## config.mk

```make
export PLATFORM = sky130hd
export DESIGN_NAME = bpra_ram
export DESIGN_NICKNAME = d
export VERILOG_FILES = /design/src/rtl/bpra_ram.sv
export SDC_FILE = /design/constraint.sdc
export NUM_CORES = 2
export LEC_CHECK = 0
export BUFFER_PORTS_ARGS = -buffer_cell sky130_fd_sc_hd__buf_2
export CORE_UTILIZATION = 35
export DETAILED_ROUTE_END_ITERATION = 10
export REMOVE_ABC_BUFFERS = 1
export SKIP_LAST_GASP = 1
export SYNTH_ARGS = -nofsm -noshare
export SYNTH_HDL_FRONTEND = slang
export SYNTH_SLANG_ARGS = --single-unit
```

## constraint.sdc

```tcl
create_clock -name clk_i -period 5.5 [get_ports clk_i]
set_clock_uncertainty 0.1 [all_clocks]
set_input_delay 1.1 -clock clk_i [delete_from_list [all_inputs] [get_ports clk_i]]
set_output_delay 1.1 -clock clk_i [all_outputs]
set_load 0.1 [all_outputs]
```

## src/rtl/bpra_ram.sv

```systemverilog
// ----------------------------------------------------------------------------
// Generic simple dual-port RAM
// One write port and one read port with registered read data.
// ----------------------------------------------------------------------------
module bpra_ram #(
  parameter int unsigned Width = 32,
  parameter int unsigned Depth = 128
) (
  input  logic                                         clk_i,
  input  logic                                         we_i,
  input  logic [((Depth > 1) ? $clog2(Depth) : 1)-1:0] waddr_i,
  input  logic [Width-1:0]                             wdata_i,
  input  logic [((Depth > 1) ? $clog2(Depth) : 1)-1:0] raddr_i,
  output logic [Width-1:0]                             rdata_o
);

  logic [Width-1:0] mem_q [Depth];
  logic [Width-1:0] rdata_q;

  always_ff @(posedge clk_i) begin
    if (we_i) begin
      mem_q[waddr_i] <= wdata_i;
    end
    rdata_q <= mem_q[raddr_i];
  end

  assign rdata_o = rdata_q;

endmodule

```

==> impl_table.tex <==
\begin{tabular}{lr}
\hline
Metric & Value \\
\hline
\multicolumn{2}{l}{\textbf{Status}} \\
Result of the run & finished, final reports clean \\
\multicolumn{2}{l}{\textbf{Pwr}} \\
IR drop worst, VDD & around 250 µV \\
Overall power of the completed layout & 65.58 mW \\
Static Leak & between 50 and 60 nW \\
Power density over the cells & 364.2 nW/µm² \\
\multicolumn{2}{l}{\textbf{Floorplan}} \\
Initial core utilization & around a third \\
Die Outline Area & roughly 450,000 µm² \\
Core area & 444,800 µm² \\
Top-level I/O count & 80 \\
Die height & $\sim$670 µm \\
Overall die width & 670.2 µm \\
Row Count & 245 \\
\multicolumn{2}{l}{\textbf{Routing}} \\
Total wirelength of the detailed-routed design & $\sim$410,000 µm \\
Count of nets left with antenna violations after detail routing & 0 \\
Via count of the routed design & 70,031 \\
Starting DRC count in detailed routing & 8,693 \\
Iteration count of the initial detailed-routing pass & 5 \\
Detailed-route DRC error count & 0 \\
Average routed wire per standard cell & 32.13 µm \\
Vias per inst & 5.484 \\
\multicolumn{2}{l}{\textbf{Worst hold path}} \\
Hold worst-path end & mem\_q[19][18] \\
Number of cells on the worst hold path & 1 \\
Worst hold start & wdata\_i[18] \\
Worst min path class & input pin to flip-flop \\
\multicolumn{2}{l}{\textbf{Synth}} \\
Combinational family with the most area after synthesis & multiplexers \\
Parity-gate share of the synthesized area counting xor and xnor cells & 0\% \\
Top flip-flop cell by instance count after synthesis & edfxtp\_1 \\
Complex-gate fraction of the synthesized area & 0\% \\
Top area cells in the synthesized netlist & edfxtp\_1 (79\%), mux4\_2 (19\%), clkbuf\_1 (0.44\%) \\
Fraction of synthesized area in multiplexers & approximately 20\% \\
Yosys cell types & 17 \\
Synthesized area per cell & $\sim$26 µm² \\
EDFF count, synth & 4,096 \\
Portion of the post-synthesis area used by sequential elements & 79.12\% \\
Simple-gate share of the synthesized area & less than 1\% \\
Netlist area before placement & 156,300 µm² \\
Synth top cells by count & edfxtp\_1 (4,096), mux4\_2 (1,344), clkbuf\_1 (182), nor2\_1 (122), buf\_2 (79) \\
Flops \& latches, synth & between 4,000 and 5,000 \\
Fraction of post-synthesis cell area in the top cell type by area & just under 80\% \\
Yosys top cell by area & edfxtp\_1 \\
Area share of fa/ha/maj cells after synthesis & 0\% \\
Post-synthesis async set-or-reset flop share & 0\% \\
Yosys warning count & 0 \\
Mapped Cells & approximately 6,000 \\
Most frequently used cell type in the post-synthesis netlist & edfxtp\_1 \\
\multicolumn{2}{l}{\textbf{CTS}} \\
Hold buffer count at CTS & 0 \\
Number of sinks on the clock net & 4,128 \\
Maximum buffer depth of the clock tree & 4 \\
CTS tree & built \\
CTS H-tree depth & 5 \\
Number of instances resized during post-cts repair & 0 \\
Clock edge transition at the registers on the reported setup and hold paths & 0.06 ns \\
Number of setup buffers added after CTS & 0 \\
Buffer cell driving the clock tree root & clkbuf\_16 \\
Number of buffers created by CTS & 390 \\
Clock latency reported for the late side of the worst-skew pair & 0.92 ns \\
\multicolumn{2}{l}{\textbf{Critical path}} \\
Worst path required time & just over 6 ns \\
Critical Path Fanout Max & 38 \\
Worst Reg-to-Reg Cells & 4 \\
Data arrival time of the critical path & between 4 and 5 ns \\
Register-to-register path setup slack & 2.73 ns \\
Setup crit end kind & flip-flop \\
Capture instance of the worst register-to-register path & rdata\_o[30] \\
Crit Reg-Reg Startpoint & mem\_q[95][30] \\
Critical path class & input pin to flip-flop \\
Startpoint Class & input pin \\
\multicolumn{2}{l}{\textbf{STA}} \\
Number of hold violations in the final report & 0 \\
Unrepaired setup endpoints after global routing & no \\
Crit path time final & 3.846 ns \\
Final max-slew violation count & 0 \\
Least-Margin Pin Slew & 1.306 ns \\
Sum of negative setup slack & 0 ns \\
Final critical-path share of the clock period & approximately 70\% \\
Highest Clock Rate & 0.2600 GHz \\
Max transition margin & between 10\% and 20\% \\
Setup violation total in the final timing report & 0 \\
\multicolumn{2}{l}{\textbf{Global routing}} \\
Pin count of the biggest net entering global routing & 98 \\
Total global routing track utilization & about 18\% \\
Initial antenna violation count & 73 \\
GRT busiest layer & met2 \\
Met1 track utilization from global routing & 24.15\% \\
Number of global-route vias before repair & around 72,000 \\
Met3 Resource Use GR & slightly below 3\% \\
Met2 track utilization from global routing & 30.41\% \\
Overall overflow remaining after global route & 0 \\
Wire length of the first global-routing pass & 572,800 µm \\
\multicolumn{2}{l}{\textbf{Final layout}} \\
Utilization of the core after routing & 40.48\% \\
Layout net count & roughly 6,500 \\
Share of cells above drive strength 1 & around 36\% \\
Area growth, synth to finish & 15.21\% \\
Fin cells & 12,769 \\
\multicolumn{2}{l}{\textbf{Placement}} \\
HPWL after detailed placement & 234,500 µm \\
Port bufs & 79 \\
Weighted congestion reported at the end of routability-driven placement & 0.8129 \\
Number of placed instances, taps included & between 10,000 and 15,000 \\
\multicolumn{2}{l}{\textbf{Flow run}} \\
Maxcap violations & 0 \\
\hline
\end{tabular}
[sequential cells by signal, indices dropped and copies added (netlist names)]
name,cells
mem_q,4096
rdata_o,32
[stage by stage]
step                setup slack [ns]  hold WS, ns  instance area [µm²]
detailed placement            0.7342        1.027               167200
global placement              0.7560        1.036               167200
floorplan                      1.094       0.9736               155000
finish                         1.654       0.5562               180000
global route                   1.626       0.5338               180000
CTS                            1.697       0.4931               179900
[routing by layer]
metal,share of wire [%],wire [µm]
met1,39,161300
met2,50,205500
met3,7.8,31820
met4,2.8,11580
met5,0.034,138
[worst max path at each step]
stage,endpoint,depth (start not counted),start
floorplan,mem_q[102][0],3,waddr_i[3]
global placement,rdata_o[20],7,raddr_i[0]
detailed placement,rdata_o[20],7,raddr_i[0]
CTS,rdata_o[20],7,raddr_i[0]
global route,rdata_o[20],7,raddr_i[0]
finish,rdata_o[20],7,raddr_i[0]
[kinds of logic (layout without fill, tap and decap cells)]
group                  Yosys count  in the layout
buffers and inverters          316           1115
DFF                           4128           4128
muxes                         1376           1376
other                            0             52
and+or+nand+nor                170            170
[layout by cell type (no fill, tap or decap), types with 5 or more instances in the layout]
cell        count
dfxtp_1        32
nor2b_1         7
clkinv_4        5
nor2_4        119
clkbuf_1       67
diode_2        52
clkinvlp_4     13
nand2_1        11
buf_2          40
clkinv_1       97
nand3_1         8
clkbuf_16     402
edfxtp_1     4096
buf_12         65
mux4_2       1344
bufinv_16      47
clkbuf_8        7
buf_4         311
mux2_2         32
clkinv_2       50
nor3_2          9
[layout make-up]
cell class | count | area, µm²
antenna | 52 | 130.1
clock buffer | 476 | 10410
clock inverter | 220 | 2271
fill | 37827 | 264800
multi-input combinational | 1546 | 32290
sequential | 4128 | 123600
tap | 5928 | 7417
timing repair buffer | 419 | 3881
[power breakdown]
part	total [mW]	switching (mW)	leakage, nW	internal [mW]
Sequential	34.9	0.153	37.1	34.7
Combinational	3.69	2.38	11.2	1.31
Clock	27.0	11.4	6.17	15.6
[worst max-delay path, stage by stage]
cell    delay [ns]
buf_12        0.43
buf_12        0.29
buf_4         0.37
mux4_2        0.56
mux4_2        0.55
mux4_2        0.71
mux2_2        0.34
No activity file was read; power rests on OpenSTA's default activity.
